$ cat config.mk
export PLATFORM = sky130hd
export DESIGN_NAME = ordered_dither_to_monochrome_top_flat
export DESIGN_NICKNAME = d
export VERILOG_FILES = /design/src/design/ordfd_pkg.sv /design/src/design/ordfd_if.sv /design/src/design/ordered_dither_to_monochrome_top.sv /design/src/design/ordfd_csr.sv /design/src/design/ordfd_front.sv /design/src/design/ordfd_queue.sv /design/src/design/ordfd_back.sv /design/src/flat_wrapper.sv
export SDC_FILE = /design/constraint.sdc
export NUM_CORES = 2
export LEC_CHECK = 0
export ABC_AREA = 1
export BUFFER_PORTS_ARGS = -buffer_cell sky130_fd_sc_hd__buf_2
export CAP_MARGIN = 25
export CORE_MARGIN = 1
export CORE_UTILIZATION = 55
export CTS_CLUSTER_DIAMETER = 40
export CTS_CLUSTER_SIZE = 40
export DETAILED_ROUTE_END_ITERATION = 10
export GPL_TIMING_DRIVEN = 1
export PLACE_DENSITY = 0.71
export SLEW_MARGIN = 10
export SYNTH_ARGS = -nofsm -noshare
export SYNTH_HDL_FRONTEND = slang
export SYNTH_SLANG_ARGS = --single-unit
$ cat constraint.sdc
create_clock -name clock -period 12.1 [get_ports clock]
set_input_delay 0.605 -clock clock [delete_from_list [all_inputs] [get_ports clock]]
set_output_delay 0.605 -clock clock [all_outputs]
set_load 0.01 [all_outputs]
$ cat src/design/ordfd_pkg.sv
// shared types, codes and defaults for the ordered dither block
// no dependencies
package ordfd_pkg;

   // default palette depth and queue depth
   localparam int DEFAULT_PALETTE_ENTRIES = 256;
   localparam int DEFAULT_QUEUE_DEPTH     = 2;

   // command codes
   localparam logic CMD_LOAD  = 1'b0;
   localparam logic CMD_PIXEL = 1'b1;

   // pixel format codes
   localparam logic [1:0] FMT_PALETTE = 2'd0;
   localparam logic [1:0] FMT_RGB16   = 2'd1;
   localparam logic [1:0] FMT_RGB24   = 2'd2;

   // register indexes
   localparam logic [1:0] CSR_PIXEL_FORMAT = 2'd0;
   localparam logic [1:0] CSR_WHITE_INDEX  = 2'd1;
   localparam logic [1:0] CSR_BLACK_INDEX  = 2'd2;

   // configuration as seen by the datapath
   typedef struct packed {
      logic [1:0] pixel_format;
      logic [7:0] white_index;
      logic [7:0] black_index;
   } cfg_type;

   // one classified pixel on its way from front to back
   typedef struct packed {
      logic       from_palette;
      logic [7:0] pal_level;
      logic [6:0] level_sum;
      logic [7:0] threshold;
      logic       line_end;
   } work_type;

endpackage

$ cat src/design/ordfd_if.sv
// request and response channel interfaces for the ordered dither block
// no dependencies
interface ordfd_req_if;
   logic        valid;
   logic        ready;
   logic        command;
   logic [23:0] pixel_value;
   logic [7:0]  entry_index;
   logic [9:0]  red_level;
   logic [9:0]  green_level;
   logic [9:0]  blue_level;
   logic        line_end;
   logic        image_start;

   modport source (
      output valid, command, pixel_value, entry_index, red_level, green_level,
             blue_level, line_end, image_start,
      input  ready
   );
   modport sink (
      input  valid, command, pixel_value, entry_index, red_level, green_level,
             blue_level, line_end, image_start,
      output ready
   );
endinterface

interface ordfd_rsp_if;
   logic       valid;
   logic       ready;
   logic [7:0] out_index;
   logic       is_white;
   logic       end_of_line;

   modport source (
      output valid, out_index, is_white, end_of_line,
      input  ready
   );
   modport sink (
      input  valid, out_index, is_white, end_of_line,
      output ready
   );
endinterface

$ cat src/design/ordered_dither_to_monochrome_top.sv
// top level of the ordered dither to monochrome block
// depends on ordfd_pkg, ordfd_if, ordfd_csr, ordfd_front, ordfd_queue, ordfd_back
//
//   port       | dir | kind               | beat carries
//   req_bus    | in  | valid/ready        | load command or one pixel with line marks
//   rsp_bus    | out | valid/ready        | colour index, white flag, end of line
//   csr_*      | in  | write enable/index | pixel_format, white_index, black_index
//
// one beat per clock while rsp_bus is ready; a taken pixel reaches rsp_bus through
// the front stage, the queue and the output register; a load gives no response beat.
// reset is synchronous and clears phases, queue and valid flags; palette entries
// hold nothing defined until loaded and get no clearing pass.
// a stalled rsp_bus fills the output register, then the two queue entries, then the
// front stage, after which req_bus.ready drops.
module ordered_dither_to_monochrome_top #(
   parameter int PALETTE_ENTRIES = ordfd_pkg::DEFAULT_PALETTE_ENTRIES,
   parameter int QUEUE_DEPTH     = ordfd_pkg::DEFAULT_QUEUE_DEPTH
) (
   input  logic       clock,
   input  logic       reset,
   ordfd_req_if.sink  req_bus,
   ordfd_rsp_if.source rsp_bus,
   input  logic       csr_wr_en,
   input  logic [1:0] csr_index,
   input  logic [7:0] csr_wr_data
);

   ordfd_pkg::cfg_type  cfg;
   ordfd_pkg::work_type fq_data, qb_data;
   logic                fq_valid, fq_ready;
   logic                qb_valid, qb_ready;

   ordfd_csr u_csr (
      .clock       (clock),
      .reset       (reset),
      .csr_wr_en   (csr_wr_en),
      .csr_index   (csr_index),
      .csr_wr_data (csr_wr_data),
      .cfg         (cfg)
   );

   ordfd_front #(
      .PALETTE_ENTRIES (PALETTE_ENTRIES)
   ) u_front (
      .clock      (clock),
      .reset      (reset),
      .req        (req_bus),
      .cfg        (cfg),
      .work_valid (fq_valid),
      .work       (fq_data),
      .work_ready (fq_ready)
   );

   ordfd_queue #(
      .DEPTH (QUEUE_DEPTH)
   ) u_queue (
      .clock      (clock),
      .reset      (reset),
      .push_valid (fq_valid),
      .push_data  (fq_data),
      .push_ready (fq_ready),
      .pop_valid  (qb_valid),
      .pop_data   (qb_data),
      .pop_ready  (qb_ready)
   );

   ordfd_back u_back (
      .clock      (clock),
      .reset      (reset),
      .work_valid (qb_valid),
      .work       (qb_data),
      .work_ready (qb_ready),
      .cfg        (cfg),
      .rsp        (rsp_bus)
   );

endmodule

$ cat src/design/ordfd_csr.sv
// configuration registers of the ordered dither block
// depends on ordfd_pkg
module ordfd_csr (
   input  logic                clock,
   input  logic                reset,
   input  logic                csr_wr_en,
   input  logic [1:0]          csr_index,
   input  logic [7:0]          csr_wr_data,
   output ordfd_pkg::cfg_type  cfg
);

   logic [1:0] pixel_format_ff, pixel_format_in;
   logic [7:0] white_index_ff, white_index_in;
   logic [7:0] black_index_ff, black_index_in;

   // write decode, unknown indexes are dropped
   always_comb begin
      pixel_format_in = pixel_format_ff;
      white_index_in  = white_index_ff;
      black_index_in  = black_index_ff;
      if (csr_wr_en) begin
         case (csr_index)
            ordfd_pkg::CSR_PIXEL_FORMAT: pixel_format_in = csr_wr_data[1:0];
            ordfd_pkg::CSR_WHITE_INDEX:  white_index_in  = csr_wr_data;
            ordfd_pkg::CSR_BLACK_INDEX:  black_index_in  = csr_wr_data;
            default: ;
         endcase
      end
   end

   always_ff @(posedge clock) begin
      if (reset) begin
         pixel_format_ff <= ordfd_pkg::FMT_PALETTE;
         white_index_ff  <= 8'd0;
         black_index_ff  <= 8'd255;
      end else begin
         pixel_format_ff <= pixel_format_in;
         white_index_ff  <= white_index_in;
         black_index_ff  <= black_index_in;
      end
   end

   assign cfg.pixel_format = pixel_format_ff;
   assign cfg.white_index  = white_index_ff;
   assign cfg.black_index  = black_index_ff;

endmodule

$ cat src/design/ordfd_front.sv
// front end: accepts beats, loads the palette, tracks phases, classifies pixels
// depends on ordfd_pkg and ordfd_req_if
module ordfd_front #(
   parameter int PALETTE_ENTRIES = ordfd_pkg::DEFAULT_PALETTE_ENTRIES
) (
   input  logic                clock,
   input  logic                reset,
   ordfd_req_if.sink           req,
   input  ordfd_pkg::cfg_type  cfg,
   output logic                work_valid,
   output ordfd_pkg::work_type work,
   input  logic                work_ready
);

   localparam int PAL_AW = $clog2(PALETTE_ENTRIES);
   localparam logic [9:0]  CLIP_LEVEL = 10'd1000;
   // floor(sum * 256 / 3000) == (sum * LOAD_RECIP) >> 25 for sum <= 3000
   localparam logic [21:0] LOAD_RECIP = 22'd2863328;

   logic [7:0] pal_mem_ff [PALETTE_ENTRIES];

   logic [3:0] col_ff, col_in;
   logic [3:0] row_ff, row_in;
   logic       st_valid_ff, st_valid_in;
   logic       st_from_pal_ff;
   logic       st_pal_ok_ff;
   logic [6:0] st_sum_ff;
   logic [7:0] st_thr_ff;
   logic       st_eol_ff;
   logic [7:0] pal_rd_ff;

   logic        accept, accept_pixel, accept_load;
   logic [3:0]  col_use, row_use;
   logic [9:0]  red_clip, green_clip, blue_clip;
   logic [11:0] load_sum;
   logic [33:0] load_prod;
   logic [7:0]  load_level;
   logic        load_in_range, pix_in_range;
   logic [6:0]  sum16, sum24, pix_sum;
   logic [9:0]  rgb_total;
   logic [7:0]  threshold;

   // 4x4 seed of the recursive threshold matrix
   function automatic logic [5:0] bayer4(input logic [1:0] r, input logic [1:0] c);
      logic [5:0] v;
      case ({r, c})
         4'h0: v = 6'd0;   4'h1: v = 6'd32;  4'h2: v = 6'd8;   4'h3: v = 6'd40;
         4'h4: v = 6'd48;  4'h5: v = 6'd16;  4'h6: v = 6'd56;  4'h7: v = 6'd24;
         4'h8: v = 6'd12;  4'h9: v = 6'd44;  4'hA: v = 6'd4;   4'hB: v = 6'd36;
         4'hC: v = 6'd60;  4'hD: v = 6'd28;  4'hE: v = 6'd52;  4'hF: v = 6'd20;
         default: v = 6'd0;
      endcase
      return v;
   endfunction

   // 16x16 threshold from row and column phase
   function automatic logic [7:0] bayer16(input logic [3:0] r, input logic [3:0] c);
      logic [5:0] d;
      logic [1:0] lo;
      d = bayer4(r[1:0], c[1:0]);
      if (r[2] && c[2])  d = d + 6'd1;
      else if (c[2])     d = d + 6'd2;
      else if (r[2])     d = d + 6'd3;
      if (r[3] && c[3])  lo = 2'd1;
      else if (r[3])     lo = 2'd2;
      else if (c[3])     lo = 2'd3;
      else               lo = 2'd0;
      return {d, lo};
   endfunction

   assign req.ready    = !st_valid_ff || work_ready;
   assign accept       = req.valid && req.ready;
   assign accept_pixel = accept && (req.command == ordfd_pkg::CMD_PIXEL);
   assign accept_load  = accept && (req.command == ordfd_pkg::CMD_LOAD);

   // palette load level, clipped and scaled
   assign red_clip   = (req.red_level   > CLIP_LEVEL) ? CLIP_LEVEL : req.red_level;
   assign green_clip = (req.green_level > CLIP_LEVEL) ? CLIP_LEVEL : req.green_level;
   assign blue_clip  = (req.blue_level  > CLIP_LEVEL) ? CLIP_LEVEL : req.blue_level;
   assign load_sum   = 12'(red_clip) + 12'(green_clip) + 12'(blue_clip);
   assign load_prod  = 34'(load_sum) * 34'(LOAD_RECIP);
   assign load_level = (load_prod[33:25] > 9'd255) ? 8'd255 : load_prod[32:25];

   assign load_in_range = {1'b0, req.entry_index} < 9'(PALETTE_ENTRIES);
   assign pix_in_range  = {1'b0, req.pixel_value[7:0]} < 9'(PALETTE_ENTRIES);

   // channel sums for the direct colour formats
   assign sum16 = 7'(req.pixel_value[4:0]) + 7'(req.pixel_value[10:6])
                + 7'(req.pixel_value[15:11]);
   assign rgb_total = 10'(req.pixel_value[23:16]) + 10'(req.pixel_value[15:8])
                    + 10'(req.pixel_value[7:0]);
   assign sum24   = rgb_total[9:3];
   assign pix_sum = (cfg.pixel_format == ordfd_pkg::FMT_RGB16) ? sum16 : sum24;

   // phase counters, image start clears before use
   assign col_use   = req.image_start ? 4'd0 : col_ff;
   assign row_use   = req.image_start ? 4'd0 : row_ff;
   assign threshold = bayer16(row_use, col_use);

   always_comb begin
      col_in = col_ff;
      row_in = row_ff;
      if (accept_pixel) begin
         if (req.line_end) begin
            col_in = 4'd0;
            row_in = row_use + 4'd1;
         end else begin
            col_in = col_use + 4'd1;
            row_in = row_use;
         end
      end
   end

   // stage occupancy
   always_comb begin
      if (accept_pixel)    st_valid_in = 1'b1;
      else if (work_ready) st_valid_in = 1'b0;
      else                 st_valid_in = st_valid_ff;
   end

   always_ff @(posedge clock) begin
      if (reset) begin
         col_ff      <= 4'd0;
         row_ff      <= 4'd0;
         st_valid_ff <= 1'b0;
      end else begin
         col_ff      <= col_in;
         row_ff      <= row_in;
         st_valid_ff <= st_valid_in;
      end
   end

   // stage payload
   always_ff @(posedge clock) begin
      if (accept_pixel) begin
         st_from_pal_ff <= (cfg.pixel_format == ordfd_pkg::FMT_PALETTE);
         st_pal_ok_ff   <= pix_in_range;
         st_sum_ff      <= pix_sum;
         st_thr_ff      <= threshold;
         st_eol_ff      <= req.line_end;
      end
   end

   // palette memory, one write and one registered read
   always_ff @(posedge clock) begin
      if (accept_load && load_in_range) begin
         pal_mem_ff[req.entry_index[PAL_AW-1:0]] <= load_level;
      end
      if (accept_pixel) begin
         pal_rd_ff <= pal_mem_ff[req.pixel_value[PAL_AW-1:0]];
      end
   end

   assign work_valid        = st_valid_ff;
   assign work.from_palette = st_from_pal_ff;
   assign work.pal_level    = st_pal_ok_ff ? pal_rd_ff : 8'd0;
   assign work.level_sum    = st_sum_ff;
   assign work.threshold    = st_thr_ff;
   assign work.line_end     = st_eol_ff;

endmodule

$ cat src/design/ordfd_queue.sv
// short queue between the front end and the back end
// depends on ordfd_pkg
module ordfd_queue #(
   parameter int DEPTH = ordfd_pkg::DEFAULT_QUEUE_DEPTH
) (
   input  logic                clock,
   input  logic                reset,
   input  logic                push_valid,
   input  ordfd_pkg::work_type push_data,
   output logic                push_ready,
   output logic                pop_valid,
   output ordfd_pkg::work_type pop_data,
   input  logic                pop_ready
);

   localparam int PTR_W = $clog2(DEPTH);
   localparam int CNT_W = $clog2(DEPTH + 1);
   localparam logic [PTR_W-1:0] LAST_PTR  = PTR_W'(DEPTH - 1);
   localparam logic [CNT_W-1:0] FULL_CNT  = CNT_W'(DEPTH);

   ordfd_pkg::work_type entry_ff [DEPTH];
   logic [PTR_W-1:0] wr_ptr_ff, wr_ptr_in;
   logic [PTR_W-1:0] rd_ptr_ff, rd_ptr_in;
   logic [CNT_W-1:0] count_ff, count_in;
   logic             do_push, do_pop;

   assign push_ready = (count_ff != FULL_CNT);
   assign pop_valid  = (count_ff != '0);
   assign pop_data   = entry_ff[rd_ptr_ff];
   assign do_push    = push_valid && push_ready;
   assign do_pop     = pop_valid && pop_ready;

   // pointer and fill count update
   always_comb begin
      wr_ptr_in = wr_ptr_ff;
      rd_ptr_in = rd_ptr_ff;
      count_in  = count_ff;
      if (do_push) wr_ptr_in = (wr_ptr_ff == LAST_PTR) ? '0 : wr_ptr_ff + 1'b1;
      if (do_pop)  rd_ptr_in = (rd_ptr_ff == LAST_PTR) ? '0 : rd_ptr_ff + 1'b1;
      if (do_push && !do_pop)      count_in = count_ff + 1'b1;
      else if (do_pop && !do_push) count_in = count_ff - 1'b1;
   end

   always_ff @(posedge clock) begin
      if (reset) begin
         wr_ptr_ff <= '0;
         rd_ptr_ff <= '0;
         count_ff  <= '0;
      end else begin
         wr_ptr_ff <= wr_ptr_in;
         rd_ptr_ff <= rd_ptr_in;
         count_ff  <= count_in;
      end
   end

   always_ff @(posedge clock) begin
      if (do_push) begin
         entry_ff[wr_ptr_ff] <= push_data;
      end
   end

endmodule

$ cat src/design/ordfd_back.sv
// back end: scales intensity, compares with threshold, holds the response beat
// depends on ordfd_pkg and ordfd_rsp_if
module ordfd_back (
   input  logic                clock,
   input  logic                reset,
   input  logic                work_valid,
   input  ordfd_pkg::work_type work,
   output logic                work_ready,
   input  ordfd_pkg::cfg_type  cfg,
   ordfd_rsp_if.source         rsp
);

   // floor(s * 255 / 93) == (s * SCALE_RECIP) >> 22 for s <= 95
   localparam logic [23:0] SCALE_RECIP = 24'd11500755;

   logic       rsp_valid_ff, rsp_valid_in;
   logic [7:0] out_index_ff;
   logic       is_white_ff;
   logic       eol_ff;

   logic        take;
   logic [30:0] scale_prod;
   logic [7:0]  scaled, intensity;
   logic        white;

   assign work_ready = !rsp_valid_ff || rsp.ready;
   assign take       = work_valid && work_ready;

   // intensity and threshold compare
   assign scale_prod = 31'(work.level_sum) * 31'(SCALE_RECIP);
   assign scaled     = (scale_prod[30:22] > 9'd255) ? 8'd255 : scale_prod[29:22];
   assign intensity  = work.from_palette ? work.pal_level : scaled;
   assign white      = (intensity != 8'd0) && (intensity >= work.threshold);

   always_comb begin
      if (take)           rsp_valid_in = 1'b1;
      else if (rsp.ready) rsp_valid_in = 1'b0;
      else                rsp_valid_in = rsp_valid_ff;
   end

   always_ff @(posedge clock) begin
      if (reset) rsp_valid_ff <= 1'b0;
      else       rsp_valid_ff <= rsp_valid_in;
   end

   // response payload
   always_ff @(posedge clock) begin
      if (take) begin
         out_index_ff <= white ? cfg.white_index : cfg.black_index;
         is_white_ff  <= white;
         eol_ff       <= work.line_end;
      end
   end

   assign rsp.valid       = rsp_valid_ff;
   assign rsp.out_index   = out_index_ff;
   assign rsp.is_white    = is_white_ff;
   assign rsp.end_of_line = eol_ff;

endmodule

$ cat src/flat_wrapper.sv
// flat-port wrapper written by rule: the top's interface ports become plain ports
module ordered_dither_to_monochrome_top_flat 
#(
   parameter int PALETTE_ENTRIES = ordfd_pkg::DEFAULT_PALETTE_ENTRIES,
   parameter int QUEUE_DEPTH     = ordfd_pkg::DEFAULT_QUEUE_DEPTH
)
  (clock, reset, csr_wr_en, csr_index, csr_wr_data, req_bus_valid, req_bus_command, req_bus_pixel_value, req_bus_entry_index, req_bus_red_level, req_bus_green_level, req_bus_blue_level, req_bus_line_end, req_bus_image_start, req_bus_ready, rsp_bus_valid, rsp_bus_out_index, rsp_bus_is_white, rsp_bus_end_of_line, rsp_bus_ready);
  ordfd_req_if req_bus_i ();
  ordfd_rsp_if rsp_bus_i ();
  input  logic clock;
  input  logic reset;
  input  logic csr_wr_en;
  input  logic [1:0] csr_index;
  input  logic [7:0] csr_wr_data;
  input wire logic [$bits(req_bus_i.valid)-1:0] req_bus_valid;
  input wire logic [$bits(req_bus_i.command)-1:0] req_bus_command;
  input wire logic [$bits(req_bus_i.pixel_value)-1:0] req_bus_pixel_value;
  input wire logic [$bits(req_bus_i.entry_index)-1:0] req_bus_entry_index;
  input wire logic [$bits(req_bus_i.red_level)-1:0] req_bus_red_level;
  input wire logic [$bits(req_bus_i.green_level)-1:0] req_bus_green_level;
  input wire logic [$bits(req_bus_i.blue_level)-1:0] req_bus_blue_level;
  input wire logic [$bits(req_bus_i.line_end)-1:0] req_bus_line_end;
  input wire logic [$bits(req_bus_i.image_start)-1:0] req_bus_image_start;
  output wire logic [$bits(req_bus_i.ready)-1:0] req_bus_ready;
  output wire logic [$bits(rsp_bus_i.valid)-1:0] rsp_bus_valid;
  output wire logic [$bits(rsp_bus_i.out_index)-1:0] rsp_bus_out_index;
  output wire logic [$bits(rsp_bus_i.is_white)-1:0] rsp_bus_is_white;
  output wire logic [$bits(rsp_bus_i.end_of_line)-1:0] rsp_bus_end_of_line;
  input wire logic [$bits(rsp_bus_i.ready)-1:0] rsp_bus_ready;
  assign req_bus_i.valid = req_bus_valid;
  assign req_bus_i.command = req_bus_command;
  assign req_bus_i.pixel_value = req_bus_pixel_value;
  assign req_bus_i.entry_index = req_bus_entry_index;
  assign req_bus_i.red_level = req_bus_red_level;
  assign req_bus_i.green_level = req_bus_green_level;
  assign req_bus_i.blue_level = req_bus_blue_level;
  assign req_bus_i.line_end = req_bus_line_end;
  assign req_bus_i.image_start = req_bus_image_start;
  assign req_bus_ready = req_bus_i.ready;
  assign rsp_bus_valid = rsp_bus_i.valid;
  assign rsp_bus_out_index = rsp_bus_i.out_index;
  assign rsp_bus_is_white = rsp_bus_i.is_white;
  assign rsp_bus_end_of_line = rsp_bus_i.end_of_line;
  assign rsp_bus_i.ready = rsp_bus_ready;
  ordered_dither_to_monochrome_top #(.PALETTE_ENTRIES(PALETTE_ENTRIES), .QUEUE_DEPTH(QUEUE_DEPTH)) u_core (.clock(clock), .reset(reset), .req_bus(req_bus_i), .rsp_bus(rsp_bus_i), .csr_wr_en(csr_wr_en), .csr_index(csr_index), .csr_wr_data(csr_wr_data));
endmodule
==> results.md <==
- After the last flow step, the layout net total stands at 8,348.
- Entering global routing, the biggest net connects 257 pins.
- In this run, CTS created clock tree buffers numbering 241.
- After synthesis, the netlist uses 51 different library cells.
- The first-pass iteration count of the detailed router is 6.
- The placeable core area is 170,000 µm².
- The post-synth design cell area is 94,600 µm².
- Measured against its own limit, the worst slew margin works out to 18.0%.
- The clock drives 2,166 sinks.
- TritonCTS built the clock tree.
- The sequential-to-total area share from yosys stat is 68.4%.
- The startpoint of the tightest hold check path is csr_index[0].
- The number of violations of the max-capacitance limit is 0.
- The required time of the critical path is 12.59 ns.
- The detailed-route DRC error count is 0.
- The final weighted congestion of routability-driven global placement is 0.873.
- Summing all non-filler instances in the final layout gives an area of 106,000 µm².
- The via count of the first global-routing pass is 61.3k.
- On the worst path, the slowest cell contributes a delay of 0.77 ns.
- The most numerous cell type found on the critical path is sky130_fd_sc_hd__fa_1.
- Setup total negative slack on the finished layout was measured at 0 ns.
- The post-synth net total is 8,409.
- The clock passes through at most 3 buffers.
- The area taken by multi-input logic gates is 26,500 µm².
- After detailed routing, the number of vias per cell comes to 6.10.
- STA classifies the critical path startpoint as an input port.
- The worst setup path is of the input port to flop kind.
- The max-slew violation count is 0.
- The slowest stage cell on the critical path is sky130_fd_sc_hd__xnor2_2.
- The share of flip-flops with an asynchronous set or reset after synthesis is 0%.
- Prior to clock tree synthesis, the placed netlist has a worst setup slack of 2.18 ns.
- The fraction of final layout cells sized beyond drive strength 1 is 8.43%.
- The total global routing overflow is 0.
- In this run the horizontal extent of the chip is 417 µm.
- In this run, the number of DRC markers left after iteration 0 of detailed routing was 8,240.
- The critical path endpoint category is a flop.
- The total cell area at the placement stage is 96,900 µm².
- The shortest clock period the worst path allows after layout is 9.12 ns.
- The half-perimeter wire length after detailed placement is 141 mm.
- The count of synthesis-stage warnings from yosys is 0.
- The global-route total usage across every layer is 27.9%.
- The non-filler instance count after layout is 10.4k.
- The number of cell rows is 151.
- The logic depth of the worst register-to-register path is 36.
- The initial antenna violation count is 8.
- The layout has 12.8k filler cells.
- The die outline height is 417 µm.
- The detail-routed net length per standard cell is 23.5 µm.
- The root buffer cell is sky130_fd_sc_hd__clkbuf_16.
- The depth of the CTS H-tree is 4.
- The most used flip-flop cell after synthesis is sky130_fd_sc_hd__edfxtp_1.
- The first global-routing pass estimated 370 mm of wire.
- The clock transition at the register clock pins on the worst setup and hold paths after CTS is 0.06 ns.
- The detailed router placed 63.4k vias in this run.
- The data arrival time at the worst-slack endpoint is 9.61 ns.
- The run finished with clean final reports.
- The endpoint identified for the worst register-to-register timing path is u_core.u_back.rsp.out_index[5].
- Between clock sinks in the finished design, the worst skew comes to 0.0685 ns.
- The number of cells after detailed placement is 9,917.
- Once the floorplan was initialized, standard cells occupied 55.7% of the core.
- The floorplan step defined a die boundary enclosing 174,000 µm².
- The post-cts repair resize count is 0.
- The count of antenna-violating nets left after detailed routing is 0.
- Setup violations remaining at the end of the flow were counted as 0.
- The classification of the worst-slack hold path is input port to flop.
- The count of boundary I/O pins is 92.
- The final hold violation count is 0.
- Input and output buffers added on the ports amount to 91.
- Yosys mapped a number of flops with a built-in enable equal to 2,133.
- In the synthesized netlist, the number of instances is 8,015.
- The maximum operating frequency is 110 MHz.
- The number of cells on the worst hold path is 4.
- In this run the worst path has a maximum fanout of 100.
- The sink of the worst hold path is u_core.u_csr.pixel_format_ff[0].
- The sequential cells in the finished layout cover a total of 64,700 µm².
- The final routed wirelength across all metal layers is 245 mm.
- For flop-to-flop paths, the worst setup slack is 4.36 ns.
- The clock insertion delay at the later pin of the skew report is 0.89 ns.
- The actual slew at the worst max-slew pin is 1.23 ns.
- The synthesized flop and latch total is 2,166.
- Once routing completed, OpenROAD measured the worst setup slack at 2.98 ns.
- After synthesis, the mean cell area works out to 11.8 µm².
- The final worst-path cycle share is 75.4%.
- Setup repair after global routing left no endpoint under its margin.
- From synthesis to final layout, the design area changed by 11.5%.
[stage by stage]
stage	util (%)	hold WS [ns]
after floorplan	-	0.421
after global placement	56.9	0.423
after detailed placement	57.0	0.431
after CTS	62.1	0.0186
after global routing	62.1	0.0949
final	62.1	0.0735
[cell usage after synthesis, types with 9 or more instances]
cell type	count	area share, %
sky130_fd_sc_hd__inv_2	10	0.040
sky130_fd_sc_hd__ha_1	180	2.4
sky130_fd_sc_hd__buf_2	120	0.63
sky130_fd_sc_hd__a21oi_1	85	0.45
sky130_fd_sc_hd__xor2_1	16	0.15
sky130_fd_sc_hd__fa_1	134	2.8
sky130_fd_sc_hd__nand2_1	871	3.5
sky130_fd_sc_hd__dfxtp_1	33	0.70
sky130_fd_sc_hd__clkbuf_1	334	1.3
sky130_fd_sc_hd__nand2_2	19	0.13
sky130_fd_sc_hd__o22ai_1	515	3.4
sky130_fd_sc_hd__inv_1	383	1.5
sky130_fd_sc_hd__nor3_1	15	0.079
sky130_fd_sc_hd__nand4_1	12	0.079
sky130_fd_sc_hd__buf_1	27	0.11
sky130_fd_sc_hd__o21ai_0	1073	5.7
sky130_fd_sc_hd__nor2_1	1401	5.6
sky130_fd_sc_hd__edfxtp_1	2133	68
sky130_fd_sc_hd__nand3_1	539	2.9
sky130_fd_sc_hd__or2_1	9	0.059
[routing by layer]
metal / track usage [%] / wire [µm] / share of wire (%) / vias to the layer above
met5: 0 / 0 / 0 / -
met4: 10.7 / 8880 / 3.6 / 0
met3: 5.09 / 23700 / 9.7 / 503
met2: 44.3 / 115000 / 47 / 3234
met1: 38.7 / 97400 / 40 / 31000
li1: - / - / - / 28600
[cell type report]
cell class,count,area share [%]
repair buffers,188,1.48
clock inverters,197,2.25
inverters,397,1.45
diodes,5,0.0119
flip-flops and latches,2166,61.3
clock buffers,258,5.77
multi-input cells,4960,25.1
well taps,2218,2.63
[sequential cells by signal, summed over array words and instances, names as in the netlist, 4 cells and up, named ones only]
register and flops:
u_core.u_back.rsp.out_index 8, u_core.u_csr.black_index_ff 8, u_core.u_csr.white_index_ff 8, u_core.u_front.col_ff 4, u_core.u_front.pal_mem_ff 2048, u_core.u_front.pal_rd_ff 8, u_core.u_front.row_ff 4, u_core.u_front.st_sum_ff 7
u_core.u_front.st_thr_ff 8, u_core.u_queue.entry_ff 50
[how the worst max path moves through the flow]
| stage | end | startpoint | slack (ns) | depth (start not counted) |
|---|---|---|---|---|
| floorplan | u_core.u_front.pal_mem_ff[0][5] | req_bus_blue_level[0] | 1.12 | 29 |
| detailed placement | u_core.u_front.pal_mem_ff[218][2] | req_bus_green_level[6] | 2.18 | 33 |
| global route | u_core.u_front.pal_mem_ff[43][7] | req_bus_red_level[7] | 2.34 | 34 |
| global placement | u_core.u_front.pal_mem_ff[218][2] | req_bus_red_level[6] | 2.15 | 35 |
| CTS | u_core.u_front.pal_mem_ff[63][2] | req_bus_green_level[6] | 3.04 | 32 |
| finish | u_core.u_front.pal_mem_ff[244][7] | req_bus_green_level[6] | 2.98 | 32 |
[critical path, delay by kind of cell]
kind / cells / cell delay [ns]
fa+ha+maj: 9 / 3.44
simple gates: 9 / 2.02
compound gates: 6 / 1.73
buf+inv: 7 / 0.82
xor+xnor: 1 / 0.77
[cell usage in the layout, fill, tap and decap left out, types with 6 or more instances in the layout]
cell type,n
sky130_fd_sc_hd__inv_2,9
sky130_fd_sc_hd__inv_6,44
sky130_fd_sc_hd__nand3_1,539
sky130_fd_sc_hd__nand2_1,847
sky130_fd_sc_hd__bufinv_16,23
sky130_fd_sc_hd__nor2_2,6
sky130_fd_sc_hd__nand2_4,14
sky130_fd_sc_hd__or2_1,9
sky130_fd_sc_hd__dfxtp_1,33
sky130_fd_sc_hd__nor3_1,15
sky130_fd_sc_hd__clkinv_4,18
sky130_fd_sc_hd__xnor2_1,6
sky130_fd_sc_hd__clkbuf_16,241
sky130_fd_sc_hd__fa_1,134
sky130_fd_sc_hd__clkbuf_1,17
sky130_fd_sc_hd__clkinv_8,14
sky130_fd_sc_hd__dlygate4sd3_1,11
sky130_fd_sc_hd__clkinv_2,28
sky130_fd_sc_hd__edfxtp_1,2133
sky130_fd_sc_hd__buf_4,61
sky130_fd_sc_hd__inv_1,381
sky130_fd_sc_hd__o21ai_0,1073
sky130_fd_sc_hd__or2_2,8
sky130_fd_sc_hd__clkinv_1,18
sky130_fd_sc_hd__nor2_1,1399
sky130_fd_sc_hd__inv_8,23
sky130_fd_sc_hd__clkinv_16,10
sky130_fd_sc_hd__mux2i_1,7
sky130_fd_sc_hd__buf_12,22
sky130_fd_sc_hd__a21oi_1,85
sky130_fd_sc_hd__nand4_1,12
sky130_fd_sc_hd__clkinvlp_4,23
sky130_fd_sc_hd__nor4_1,6
sky130_fd_sc_hd__buf_2,87
sky130_fd_sc_hd__xor2_1,16
sky130_fd_sc_hd__o22ai_1,515
sky130_fd_sc_hd__ha_1,180
sky130_fd_sc_hd__nand2_2,35
[logic make-up after synthesis]
logic type	Yosys count	share of synthesized area (%)
adders and majority gates	314	5.21
and+or+nand+nor	2907	12.6
xor gates and xnor gates	23	0.213
muxes	7	0.0740
DFF	2166	68.4
buffers and inverters	889	3.76
AOI/OAI and AO/OA	1709	9.81
[what timing repair did]
item,CTS,global route
hold endpoints to repair,24,0
setup buffers,0,0
setup endpoints to repair,0,0
hold buffers,11,0
Power is left out: the tool's default activity adds up to more than one toggle a clock period on the data nets, which glitch-free logic cannot reach.
